### src/rtl/rnmv_pkg.sv
// Shared types and constants of the replicated notepad majority voter.
// Used by the CSR block, the vote sequencer, the top level and the checker.
package rnmv_pkg;

   // command codes
   localparam logic [1:0] CMD_WRITE   = 2'd0;
   localparam logic [1:0] CMD_FEED    = 2'd1;
   localparam logic [1:0] CMD_OBSERVE = 2'd2;

   // register indexes (bit 2 of the byte address)
   localparam logic REG_REPLICA_COUNT = 1'b0;
   localparam logic REG_STATE_BYTES   = 1'b1;

   localparam int CSR_ADDR_W = 3;
   localparam int CSR_DATA_W = 32;

   localparam logic [3:0] REPLICA_COUNT_RESET = 4'd3;
   localparam logic [6:0] STATE_BYTES_RESET   = 7'd16;

   typedef struct packed {
      logic [1:0] cmd;
      logic [2:0] replica;
      logic [5:0] byte_index;
      logic [7:0] byte_in;
   } req_type;

   typedef struct packed {
      logic [7:0] byte_out;
      logic [5:0] out_index;
      logic       last;
      logic       valid_res;
      logic [3:0] best_votes;
   } rsp_type;

   typedef struct packed {
      logic [3:0] replica_count;
      logic [6:0] state_bytes;
   } cfg_type;

endpackage

### src/rtl/rnmv_csr.sv
// APB-style configuration registers: replica count and state size.
// Depends on rnmv_pkg.
module rnmv_csr
   import rnmv_pkg::*;
(
   input  logic                  clock,
   input  logic                  reset,
   input  logic                  psel,
   input  logic                  penable,
   input  logic                  pwrite,
   input  logic [CSR_ADDR_W-1:0] paddr,
   input  logic [CSR_DATA_W-1:0] pwdata,
   output logic [CSR_DATA_W-1:0] prdata,
   output logic                  pready,
   output cfg_type               cfg
);

   logic [3:0] replica_count_ff, replica_count_in;
   logic [6:0] state_bytes_ff, state_bytes_in;
   logic       wr_en;

   assign pready = 1'b1;
   assign wr_en  = psel && penable && pwrite;

   always_comb begin
      replica_count_in = replica_count_ff;
      state_bytes_in   = state_bytes_ff;
      if (wr_en) begin
         unique case (paddr[2])
            REG_REPLICA_COUNT: replica_count_in = pwdata[3:0];
            REG_STATE_BYTES:   state_bytes_in   = pwdata[6:0];
            default:           ;
         endcase
      end
   end

   always_ff @(posedge clock) begin
      if (reset) begin
         replica_count_ff <= REPLICA_COUNT_RESET;
         state_bytes_ff   <= STATE_BYTES_RESET;
      end else begin
         replica_count_ff <= replica_count_in;
         state_bytes_ff   <= state_bytes_in;
      end
   end

   always_comb begin
      unique case (paddr[2])
         REG_REPLICA_COUNT: prdata = CSR_DATA_W'(replica_count_ff);
         REG_STATE_BYTES:   prdata = CSR_DATA_W'(state_bytes_ff);
         default:           prdata = '0;
      endcase
   end

   assign cfg.replica_count = replica_count_ff;
   assign cfg.state_bytes   = state_bytes_ff;

endmodule

### config.mk
export PLATFORM = sky130hd
export DESIGN_NAME = rnmv_csr
export DESIGN_NICKNAME = d
export VERILOG_FILES = /design/src/rtl/rnmv_pkg.sv /design/src/rtl/rnmv_csr.sv
export SDC_FILE = /design/constraint.sdc
export NUM_CORES = 1
export LEC_CHECK = 0
export ABC_CLOCK_PERIOD_IN_PS = 1400
export BUFFER_PORTS_ARGS = -buffer_cell sky130_fd_sc_hd__buf_2
export CORE_MARGIN = 3
export CORE_UTILIZATION = 36
export CTS_CLUSTER_DIAMETER = 30
export CTS_CLUSTER_SIZE = 14
export DETAILED_ROUTE_END_ITERATION = 7
export PLACE_DENSITY = 0.85
export SYNTH_ARGS = -nofsm -noshare
export SYNTH_HDL_FRONTEND = slang
export SYNTH_SLANG_ARGS = --single-unit
### constraint.sdc
create_clock -name clock -period 1.4 [get_ports clock]
set_input_delay 0.28 -clock clock [delete_from_list [all_inputs] [get_ports clock]]
set_output_delay 0.28 -clock clock [all_outputs]
set_load 0.005 [all_outputs]
==> results.md <==
* Status: finished, final reports clean
* Vias at 560
* Detailed Place HPWL at 1.20 mm
* IO buf count at 30
* Setup slack after layout at around 0.15 ns
* Tmin final at 1.25 ns
* Total GRT Usage at 10.5%
* Req. time, crit path at 1.12 ns
* Die ar. at ~2700 um^2
* Die width at between 50 and 60 um
* Sink Count at 11
* Register-to-register path setup slack at 0.79 ns
* Cell Rows at 16
* Final setup fails at 0
* Max-cap viol count at 0
* Distinct cell type count after synthesis at 12
* Lkg Pwr at roughly 0.43 nW
* CTS H-tree depth at 1
* CP delay by family, top: flip-flops
* Initial DRT Pass Iterations at 1
* Via/cell ratio at 4.00
* Final global-route overflow total at 0
* Layout area overhead at 10.8%
* Slowest-stage cell, CP: dfxtp_1
* Layout cells sized above 1 at between 30% and 40%
* Worst skew pair latency at about 0.26 ns
* Routability Congestion at between 0.5 and 0.6
* Worst setup EP type: output port
* WS Path Type: register to output port
* Die Span Y at about 52 um
* Cell Count, Final, Fillers Out at 140
* Most frequent cells in the layout: buf_2, conb_1, nand2b_1
* Resized cells post-CTS at 0
* Post-synthesis sequential area ratio at about 29%
* Routed length per instance at about 11 um
* Post-synthesis cell area at 767 um^2
* Startpoint Class: register
* Most common cell after layout, fill and taps aside: buf_2
* Initial core utilization at 38.7%
* CTS Hold Bufs at 0
* Cell count of the worst reg-to-reg path at 2
* Crit Path Max Fanout at 3
* RSZ-0062 raised after global routing: false
* WHS Endpoint: state_bytes_ff[5]$_SDFFE_PP0P_
* Max Clk Rate at around 0.80 GHz
* Detail Route Antenna Nets at 0
* Clock Tree Buf Depth at 2
* Initial antenna violation count at 0
* Placed Area at between 800 and 900 um^2
* First-pass GRT wire length at 2.10 mm
* CTS tree: built
* CTS root buffer: clkbuf_4
* Vias in the first global route at slightly below 500
* Cells along the critical path: mux2_2, buf_2
* R2R Path Start: replica_count_ff[1]$_SDFFE_PP1P_
* Synth Instances at 84
* Design Area, Final at around 850 um^2
* Worst reg2reg path endpoint: replica_count_ff[1]$_SDFFE_PP1P_
* Max-slew violations at 0
* Final wirelength at 1.51 mm
* DP Cell Count at 136
* Clk slew on worst S/H paths at approximately 0.070 ns
* Initial drt markers at 0
* Worst vdd ir at about 0.4 mV
* Hold path cells at 3
* Synth Register Bits at 11
* Final Hold Vio Count at 0
* Ports at 84
* Hold slack at approximately 0.28 ns
* Crit path DAT at between 0.9 and 1 ns
* Drc violations at 0
* TritonCTS buffer count at 3
* Setup TNS at 0 ns
* Worst Path Buf+Inv at 1
* Core area at 1980 um^2
* Worst path max stage delay at ~0.33 ns
* Postcts setup bufs at 0
* Syn Area/Cell at approximately 9 um^2
* Pwr dens at roughly 750 nW/um^2
* Period utilization at ~89%
* Setup slack at placement at ~0.16 ns
* Worst min-delay path startpoint: pwdata[5]
* Layout net count at 154
* Diodes inserted at 0
* Min-delay worst type: input pin to register
* Worst Skew at 0 ns
* Fin util at 42.9%
* Largest net degree at the start of global routing at 21
* YS warnings at 0
* Final Power at ~0.64 mW
cell families (layout without fill, tap and decap cells):
kind of cell | Yosys count | count (layout) | synth area share [%]
buffers and inverters | 31 | 36 | 30.3
DFF | 11 | 11 | 28.7
muxes | 15 | 15 | 20.2
other | 2 | 26 | 0.979
and+or+nand+nor | 25 | 25 | 19.7
cell type report:
class / instances / area [um^2]
sequential: 11 / 220
multi-input combinational: 66 / 404
timing repair buffer: 32 / 165
clock buffer: 4 / 26.3
fill: 219 / 1130
tap: 27 / 33.8
worst max-delay path by stage:
stage / start / to / slack [ns] / cells past startpoint
global placement: paddr[2] / prdata[0] / 0.17 / 3
floorplan: paddr[2] / prdata[0] / 0.41 / 2
CTS: replica_count_ff[2]$_SDFFE_PP0P_ / prdata[2] / 0.13 / 2
detailed placement: paddr[2] / prdata[2] / 0.16 / 3
global route: replica_count_ff[2]$_SDFFE_PP0P_ / prdata[2] / 0.1 / 2
finish: replica_count_ff[2]$_SDFFE_PP0P_ / prdata[2] / 0.15 / 2
cells in the mapped netlist:
| master | n | area [um^2] |
|---|---|---|
| and2_2 | 3 | 22.5 |
| clkbuf_1 | 2 | 7.51 |
| and4_1 | 1 | 8.76 |
| conb_1 | 2 | 7.51 |
| nand2b_1 | 14 | 87.6 |
| mux2_2 | 4 | 45.0 |
| mux2i_1 | 11 | 110 |
| buf_4 | 27 | 203 |
| and4b_1 | 1 | 10.0 |
| buf_6 | 2 | 22.5 |
| nor2_1 | 6 | 22.5 |
| dfxtp_1 | 11 | 220 |
state kept, by name (all words and copies together) (netlist names):
signal	cells
replica_count_ff	4
state_bytes_ff	7
layer usage:
layer	track usage (%)	vias to the layer above	share of wire (%)
met5	0	-	0
met4	0	0	0
met3	5.44	0	11
met2	19.5	34	51
met1	11.1	255	38
li1	-	271	-
power by group:
part	internal (mW)	switching (mW)	total [mW]
Sequential	0.320	0.00449	0.324
Combinational	0.0463	0.0538	0.100
Clock	0.110	0.102	0.212
worst register-to-register path, delay by kind of cell, from the launching register on:
family           cells  cell delay (ns)
muxes                1             0.07
DFF                  1             0.32
and+or+nand+nor      1             0.10
Power figures use the tool's default switching activity.
