===== config.mk =====
export PLATFORM = sky130hd
export DESIGN_NAME = rnmv_seq
export DESIGN_NICKNAME = d
export VERILOG_FILES = /design/src/rtl/rnmv_pkg.sv /design/src/rtl/rnmv_seq.sv
export SDC_FILE = /design/constraint.sdc
export NUM_CORES = 1
export LEC_CHECK = 0
export ABC_AREA = 1
export BUFFER_PORTS_ARGS = -buffer_cell sky130_fd_sc_hd__buf_2
export CORE_MARGIN = 1.5
export CORE_UTILIZATION = 30
export CTS_BUF_LIST = sky130_fd_sc_hd__clkbuf_4 sky130_fd_sc_hd__clkbuf_8 sky130_fd_sc_hd__clkbuf_16
export DETAILED_ROUTE_END_ITERATION = 7
export SKIP_CTS_REPAIR_TIMING = 1
export SYNTH_ARGS = -nofsm -noshare
export SYNTH_HDL_FRONTEND = slang
export SYNTH_SLANG_ARGS = --single-unit

===== constraint.sdc =====
create_clock -name clock -period 6.38 [get_ports clock]
set_input_delay 1.276 -clock clock [delete_from_list [all_inputs] [get_ports clock]]
set_output_delay 1.276 -clock clock [all_outputs]
set_load 0.02 [all_outputs]

===== src/rtl/rnmv_pkg.sv =====
// Shared types and constants of the replicated notepad majority voter.
// Used by the CSR block, the vote sequencer, the top level and the checker.
package rnmv_pkg;

   // command codes
   localparam logic [1:0] CMD_WRITE   = 2'd0;
   localparam logic [1:0] CMD_FEED    = 2'd1;
   localparam logic [1:0] CMD_OBSERVE = 2'd2;

   // register indexes (bit 2 of the byte address)
   localparam logic REG_REPLICA_COUNT = 1'b0;
   localparam logic REG_STATE_BYTES   = 1'b1;

   localparam int CSR_ADDR_W = 3;
   localparam int CSR_DATA_W = 32;

   localparam logic [3:0] REPLICA_COUNT_RESET = 4'd3;
   localparam logic [6:0] STATE_BYTES_RESET   = 7'd16;

   typedef struct packed {
      logic [1:0] cmd;
      logic [2:0] replica;
      logic [5:0] byte_index;
      logic [7:0] byte_in;
   } req_type;

   typedef struct packed {
      logic [7:0] byte_out;
      logic [5:0] out_index;
      logic       last;
      logic       valid_res;
      logic [3:0] best_votes;
   } rsp_type;

   typedef struct packed {
      logic [3:0] replica_count;
      logic [6:0] state_bytes;
   } cfg_type;

endpackage


===== src/rtl/rnmv_seq.sv =====
// Vote sequencer: flip vote, pairwise region compare, copy-out and result register.
// Depends on rnmv_pkg; drives the ports of one rnmv_ram.
module rnmv_seq
   import rnmv_pkg::*;
#(
   parameter int MAX_REPLICAS    = 8,
   parameter int MAX_STATE_BYTES = 64,
   parameter int DEPTH           = MAX_REPLICAS * 2 * MAX_STATE_BYTES,
   parameter int AW              = $clog2(DEPTH)
) (
   input  logic          clock,
   input  logic          reset,
   input  cfg_type       cfg,
   input  logic          req_valid,
   output logic          req_stall,
   input  req_type       req_item,
   output logic          rsp_valid,
   input  logic          rsp_stall,
   output rsp_type       rsp_item,
   output logic          ram_we,
   output logic [AW-1:0] ram_waddr,
   output logic [7:0]    ram_wdata,
   output logic [AW-1:0] ram_raddr_a,
   output logic [AW-1:0] ram_raddr_b,
   input  logic [7:0]    ram_rdata_a,
   input  logic [7:0]    ram_rdata_b
);

   localparam int RIDX_W = (MAX_REPLICAS > 1) ? $clog2(MAX_REPLICAS) : 1;
   localparam int CNT_W  = $clog2(MAX_REPLICAS + 1);
   localparam int BIDX_W = (MAX_STATE_BYTES > 1) ? $clog2(MAX_STATE_BYTES) : 1;
   localparam int SZ_W   = $clog2(MAX_STATE_BYTES + 1);

   typedef enum logic [3:0] {
      S_CLEAR,
      S_IDLE,
      S_VOTE,
      S_CAND,
      S_PAIR,
      S_RD,
      S_CMP,
      S_OUT_RD,
      S_OUT_EMIT
   } state_type;

   state_type         state_ff, state_in;
   logic [AW-1:0]     clr_ff, clr_in;
   logic              is_feed_ff, is_feed_in;
   logic [RIDX_W-1:0] issuer_ff, issuer_in;
   logic              rd_buf_ff, rd_buf_in;
   logic [CNT_W-1:0]  c_ff, c_in;
   logic [CNT_W-1:0]  k_ff, k_in;
   logic [BIDX_W-1:0] j_ff, j_in;
   logic [CNT_W-1:0]  votes_ff, votes_in;
   logic [CNT_W-1:0]  best_ff, best_in;
   logic              win_ff, win_in;
   logic              flip_ff [MAX_REPLICAS];
   logic              flip_in [MAX_REPLICAS];
   logic              rsp_valid_ff, rsp_valid_in;
   rsp_type           rsp_item_ff, rsp_item_in;

   logic [CNT_W-1:0]  n;
   logic [CNT_W-1:0]  maj;
   logic [SZ_W-1:0]   sz;
   logic              vote_rd;
   logic              last_byte;
   logic              out_free;
   logic              wr_ok;
   logic [RIDX_W-1:0] wr_rep;
   logic [7:0]        emit_byte;

   function automatic logic [AW-1:0] addr_of(logic [RIDX_W-1:0] rep, logic buf_sel,
                                             logic [BIDX_W-1:0] off, logic [SZ_W-1:0] size);
      addr_of = AW'({rep, buf_sel}) * AW'(size) + AW'(off);
   endfunction

   // clamp the configuration into range
   always_comb begin
      if (cfg.replica_count == '0) begin
         n = CNT_W'(1);
      end else if (int'(cfg.replica_count) > MAX_REPLICAS) begin
         n = CNT_W'(MAX_REPLICAS);
      end else begin
         n = CNT_W'(cfg.replica_count);
      end
      if (cfg.state_bytes == '0) begin
         sz = SZ_W'(1);
      end else if (int'(cfg.state_bytes) > MAX_STATE_BYTES) begin
         sz = SZ_W'(MAX_STATE_BYTES);
      end else begin
         sz = SZ_W'(cfg.state_bytes);
      end
   end

   assign maj = CNT_W'(1) + (n >> 1);

   // flip vote; on feedforward, replicas below the issuer count as already flipped
   always_comb begin
      logic [CNT_W-1:0] ones;
      logic             f;
      ones = '0;
      for (int i = 0; i < MAX_REPLICAS; i++) begin
         f = flip_ff[i];
         if (is_feed_ff && (i < int'(issuer_ff))) begin
            f = ~f;
         end
         if ((i < int'(n)) && f) begin
            ones = ones + CNT_W'(1);
         end
      end
      vote_rd = (ones >= maj);
   end

   assign last_byte = ((SZ_W'(j_ff) + SZ_W'(1)) == sz);
   assign out_free  = !rsp_valid_ff || !rsp_stall;
   assign req_stall = (state_ff != S_IDLE);
   assign wr_rep    = RIDX_W'(req_item.replica);
   assign wr_ok     = (int'(req_item.replica) < MAX_REPLICAS)
                   && (int'(req_item.byte_index) < int'(sz));
   assign emit_byte = win_ff ? ram_rdata_a : 8'd0;

   assign ram_raddr_a = addr_of(c_ff[RIDX_W-1:0], rd_buf_ff, j_ff, sz);
   assign ram_raddr_b = addr_of(k_ff[RIDX_W-1:0], rd_buf_ff, j_ff, sz);

   // store write port: clearing pass, byte writes, copy of the result (winner or zeros)
   always_comb begin
      ram_we    = 1'b0;
      ram_waddr = clr_ff;
      ram_wdata = 8'd0;
      unique case (state_ff)
         S_CLEAR: begin
            ram_we = 1'b1;
         end
         S_IDLE: begin
            if (req_valid && (req_item.cmd == CMD_WRITE) && wr_ok) begin
               ram_we    = 1'b1;
               ram_waddr = addr_of(wr_rep, flip_ff[wr_rep],
                                   BIDX_W'(req_item.byte_index), sz);
               ram_wdata = req_item.byte_in;
            end
         end
         S_OUT_EMIT: begin
            if (out_free && is_feed_ff) begin
               ram_we    = 1'b1;
               ram_waddr = addr_of(issuer_ff, ~rd_buf_ff, j_ff, sz);
               ram_wdata = emit_byte;
            end
         end
         default: ;
      endcase
   end

   always_comb begin
      state_in     = state_ff;
      clr_in       = clr_ff;
      is_feed_in   = is_feed_ff;
      issuer_in    = issuer_ff;
      rd_buf_in    = rd_buf_ff;
      c_in         = c_ff;
      k_in         = k_ff;
      j_in         = j_ff;
      votes_in     = votes_ff;
      best_in      = best_ff;
      win_in       = win_ff;
      flip_in      = flip_ff;
      rsp_item_in  = rsp_item_ff;
      rsp_valid_in = rsp_valid_ff && rsp_stall;

      unique case (state_ff)
         S_CLEAR: begin
            clr_in = clr_ff + AW'(1);
            if (clr_ff == AW'(DEPTH - 1)) begin
               state_in = S_IDLE;
            end
         end
         S_IDLE: begin
            if (req_valid) begin
               unique case (req_item.cmd)
                  CMD_FEED: begin
                     if (int'(req_item.replica) < int'(n)) begin
                        is_feed_in = 1'b1;
                        issuer_in  = wr_rep;
                        state_in   = S_VOTE;
                     end
                  end
                  CMD_OBSERVE: begin
                     is_feed_in = 1'b0;
                     issuer_in  = '0;
                     state_in   = S_VOTE;
                  end
                  default: ;
               endcase
            end
         end
         S_VOTE: begin
            rd_buf_in = vote_rd;
            c_in      = '0;
            best_in   = '0;
            state_in  = S_CAND;
         end
         S_CAND: begin
            if (({1'b0, c_ff} + {1'b0, maj}) <= {1'b0, n}) begin
               votes_in = CNT_W'(1);
               k_in     = c_ff + CNT_W'(1);
               state_in = S_PAIR;
            end else begin
               // no majority: emit zeros
               win_in   = 1'b0;
               j_in     = '0;
               state_in = S_OUT_RD;
            end
         end
         S_PAIR: begin
            if (k_ff >= n) begin
               if (votes_ff > best_ff) begin
                  best_in = votes_ff;
               end
               if (votes_ff >= maj) begin
                  win_in   = 1'b1;
                  j_in     = '0;
                  state_in = S_OUT_RD;
               end else begin
                  c_in     = c_ff + CNT_W'(1);
                  state_in = S_CAND;
               end
            end else begin
               j_in     = '0;
               state_in = S_RD;
            end
         end
         S_RD: begin
            state_in = S_CMP;
         end
         S_CMP: begin
            if (ram_rdata_a != ram_rdata_b) begin
               k_in     = k_ff + CNT_W'(1);
               state_in = S_PAIR;
            end else if (last_byte) begin
               votes_in = votes_ff + CNT_W'(1);
               k_in     = k_ff + CNT_W'(1);
               state_in = S_PAIR;
            end else begin
               j_in     = j_ff + BIDX_W'(1);
               state_in = S_RD;
            end
         end
         S_OUT_RD: begin
            state_in = S_OUT_EMIT;
         end
         S_OUT_EMIT: begin
            if (out_free) begin
               rsp_valid_in           = 1'b1;
               rsp_item_in.byte_out   = emit_byte;
               rsp_item_in.out_index  = 6'(j_ff);
               rsp_item_in.last       = last_byte;
               rsp_item_in.valid_res  = win_ff;
               rsp_item_in.best_votes = 4'(best_ff);
               if (last_byte) begin
                  if (is_feed_ff) begin
                     flip_in[issuer_ff] = ~rd_buf_ff;
                  end
                  state_in = S_IDLE;
               end else begin
                  j_in     = j_ff + BIDX_W'(1);
                  state_in = S_OUT_RD;
               end
            end
         end
         default: begin
            state_in = S_IDLE;
         end
      endcase
   end

   always_ff @(posedge clock) begin
      if (reset) begin
         state_ff     <= S_CLEAR;
         clr_ff       <= '0;
         rsp_valid_ff <= 1'b0;
         for (int i = 0; i < MAX_REPLICAS; i++) begin
            flip_ff[i] <= 1'b0;
         end
      end else begin
         state_ff     <= state_in;
         clr_ff       <= clr_in;
         rsp_valid_ff <= rsp_valid_in;
         flip_ff      <= flip_in;
      end
      is_feed_ff  <= is_feed_in;
      issuer_ff   <= issuer_in;
      rd_buf_ff   <= rd_buf_in;
      c_ff        <= c_in;
      k_ff        <= k_in;
      j_ff        <= j_in;
      votes_ff    <= votes_in;
      best_ff     <= best_in;
      win_ff      <= win_in;
      rsp_item_ff <= rsp_item_in;
   end

   assign rsp_valid = rsp_valid_ff;
   assign rsp_item  = rsp_item_ff;

endmodule


==> flow_metrics.env <==
export IMPL_cp_slowest_cell="fa_2"
export IMPL_irDropWorstVdd_uv=125
export IMPL_critPathLaunchType="input pin"
export IMPL_layout_drive_gt1_share=0.221
export IMPL_grt_pass1_vias=8226
export IMPL_max_clock_path_buffers=2
export IMPL_m1WireLength_microns=11900
export IMPL_ys_warn_count=0
export IMPL_finalSetupViolCount=2
export IMPL_met3_length_microns=1770
export IMPL_arrival_ps=5170
export IMPL_worstPathCellList="buf_8, nor2_4, nand3_4, o21ai_4, buf_6, nand2_1, fa_2, fa_1, fa_1, inv_2, ha_4, a21oi_2, nand2_1, a21o_1, nand2_2, nand2_2, nand2_2, nand2_2, a21oi_2, a21oi_1, o21ai_1, o211ai_1, nand2_1, buf_6"
export IMPL_gp_congestion=0.927
export IMPL_core_sq_mm=0.0305
export IMPL_avgSynthCellArea_sq_um=7.41
export IMPL_hold_path_endpoint="rsp_item[2]"
export IMPL_switching_share=0.333
export IMPL_hpwl_microns=21100
export IMPL_clkPwrFrac=0.327
export IMPL_die_h_microns=179
export IMPL_drc=0
export IMPL_pwr_density_cell_mw_per_mm2=136
export IMPL_initial_core_util=0.304
export IMPL_grt_max_degree=21
export IMPL_hold_start="best_ff[2]"
export IMPL_finalCritPeriodShare=1.01
export IMPL_rr_worst_depth=27
export IMPL_route_met2_wl_microns=11500
export IMPL_drv_cap=0
export IMPL_netlist_area_sq_mm=0.00926
export IMPL_rr_startpoint="issuer_ff[2]"
export IMPL_finalPower_mw=1.57
export IMPL_hold_class="flip-flop to flip-flop"
export IMPL_die_w_microns=179
export IMPL_netSwitchingPower_uw=523
export IMPL_ys_seq_area_frac=0.205
export IMPL_final_util=0.379
export IMPL_grt_usage=0.160
export IMPL_clk_pin_slew_ps=60
export IMPL_cp_end_kind="primary output"
export IMPL_die_area_sq_mm=0.0319
export IMPL_cts_sinks=71
export IMPL_h_tree_depth=3
export IMPL_ant_nets=0
export IMPL_final_nets=1656
export IMPL_drt_iter0_drc=498
export IMPL_routed_top_layer="met4"
export IMPL_violations="setup timing"
export IMPL_wl_microns=25600
export IMPL_min_period_ps=6450
export IMPL_fmaxAchievable_mhz=155
export IMPL_dpl_cell_area_sq_mm=0.0108
export IMPL_antenna_found_initial=0
export IMPL_synth_cell_type_count=51
export IMPL_num_rows=64
export IMPL_critPathKind="input pin to primary output"
export IMPL_slew_violations=0
export IMPL_critPathRequiredTime_ps=5100
export IMPL_yosys_most_used_dff="edfxtp_1"
export IMPL_synthCells=1250
export IMPL_grt_ovfl_total=0
export IMPL_max_slew_margin=0.278
export IMPL_skew_ps=9.39
export IMPL_insertion_delay_ps=340
export IMPL_stdcell_area_sq_mm=0.0115
export IMPL_leakage_nw=5.91
export IMPL_hold_viol=0
export IMPL_grt_pass1_wl_microns=40400
export IMPL_cts_made_buffers=9
export IMPL_cp_max_fo=4
export IMPL_p_comb_frac=0.362
export IMPL_layout_setup_ws_ps=-67.2
export IMPL_rsz0062_at_grt="true"
export IMPL_hold_depth=0
export IMPL_ioPinCount=111
export IMPL_syn_to_final_growth_pct=24.7
export IMPL_r2r_end="rd_buf_ff"
export IMPL_r2r_slack_ps=1040
export IMPL_outcome="finished with violations"
export IMPL_port_buffers=110
export IMPL_cts_tree="done"
export IMPL_ys_seq_elements=71
export IMPL_worst_pin_slew_ps=1080
export IMPL_post_drt_via_cell_ratio=4.75
export IMPL_fillCellCount=3141
export IMPL_synth_edf_count=48
export IMPL_async_reset_ff_frac=0
export IMPL_wire_per_inst_microns=14.0
export IMPL_firstDrtPassIters=5
export IMPL_clockRootBuffer="clkbuf_16"
export IMPL_vias=8687
export IMPL_p_int_mw=1.05
export IMPL_critPathMaxStageDelay_ps=580
export IMPL_cpMostUsedCell="nand2_2"
export IMPL_tns_ps=-68.4
export IMPL_p_seq_frac=0.311
-- flip-flops by register name, summed over array words and instances, names as in the netlist, 6 cells and up --
register / count
rsp_item: 20
j_ff: 6
flip_ff: 8
clr_ff: 10
-- power by group through the flow --
| stage | clock network, mW | registers, mW | logic (mW) |
|---|---|---|---|
| CTS | 0.524 | 0.489 | 0.497 |
| global route | 0.545 | 0.489 | 0.635 |
| global placement | 0 | 0.499 | 0.487 |
| finish | 0.513 | 0.489 | 0.569 |
| detailed placement | 0 | 0.499 | 0.492 |
| floorplan | 0 | 0.499 | 0.305 |
-- metrics by stage --
stage                     hold slack, ps  setup WS, ps  cells
after detailed placement             446          -291   1805
final                                457         -67.2   1830
after global placement               439          -221   1805
after global routing                 474          -270   1829
after CTS                            461          -307   1821
after floorplan                      424          22.3   1251
-- layout make-up --
class                   instances  area (sq um)  area share
inverters                     243           917      0.0794
multi-input cells             910          6690       0.579
clock buffers                   9           225      0.0195
diodes                          1          2.50    0.000217
repair buffers                193          1250       0.108
flip-flops and latches         71          1900       0.165
well taps                     396           495      0.0429
clock inverters                 7          71.3     0.00617
-- synth_stat cells (all sizes together) (5+ instances only) --
cell | n | area share
nand4 | 13 | 0.010
a21oi | 70 | 0.038
o21ai | 62 | 0.034
xnor2 | 20 | 0.019
buf | 6 | 0.0036
nor4 | 5 | 0.0034
o211ai | 10 | 0.0081
clkbuf | 21 | 0.0085
dfxtp | 23 | 0.050
inv | 240 | 0.097
edfxtp | 48 | 0.16
nor2 | 156 | 0.066
o22ai | 5 | 0.0034
nor3 | 17 | 0.0097
fa | 57 | 0.12
nand3 | 57 | 0.039
nand2 | 249 | 0.11
ha | 121 | 0.16
xor2 | 37 | 0.035
-- critical path: cells and delay by family --
kind	cells	cell delay [ps]
fa+ha+maj	4	1780
compound gates	7	960
buf+inv	4	400
simple gates	9	740
-- layout by cell type (no fill, tap or decap), drive strengths merged, types with 48 or more instances in the layout --
master and instances:
ha 121, nand2 249, fa 57, edfxtp 48
nand3 57, inv 242, nor2 156, a21oi 70
o21ai 62, buf 193
-- worst max-delay path by stage --
stage | startpoint | end | slack (ps) | depth (start not counted)
5_1_grt | cfg[1] | ram_waddr[8] | -270 | 24
2_1_floorplan | cfg[6] | ram_waddr[9] | 20 | 22
4_1_cts | cfg[6] | ram_waddr[8] | -310 | 23
3_5_place_dp | cfg[6] | ram_waddr[8] | -290 | 23
6_report | cfg[1] | ram_waddr[8] | -70 | 24
3_3_place_gp | cfg[4] | ram_waddr[8] | -220 | 23
-- logic make-up (layout without fill, tap and decap cells) --
| logic type | after synthesis | after routing | synth area share |
|---|---|---|---|
| DFF | 71 | 71 | 0.205 |
| and+or+nand+nor | 506 | 506 | 0.244 |
| buffers and inverters | 270 | 452 | 0.111 |
| adders and majority gates | 178 | 178 | 0.287 |
| xor gates and xnor gates | 57 | 57 | 0.0539 |
| AOI/OAI and AO/OA | 166 | 166 | 0.0993 |
| other | 2 | 4 | 0.000811 |
-- layer usage --
layer / GRT usage / vias to the layer above
met5: 0 / -
li1: - / 4348
met1: 0.220 / 4033
met4: 0.0392 / 0
met2: 0.262 / 279
met3: 0.0227 / 27
Note: power is estimated with default switching activity, not from simulation.
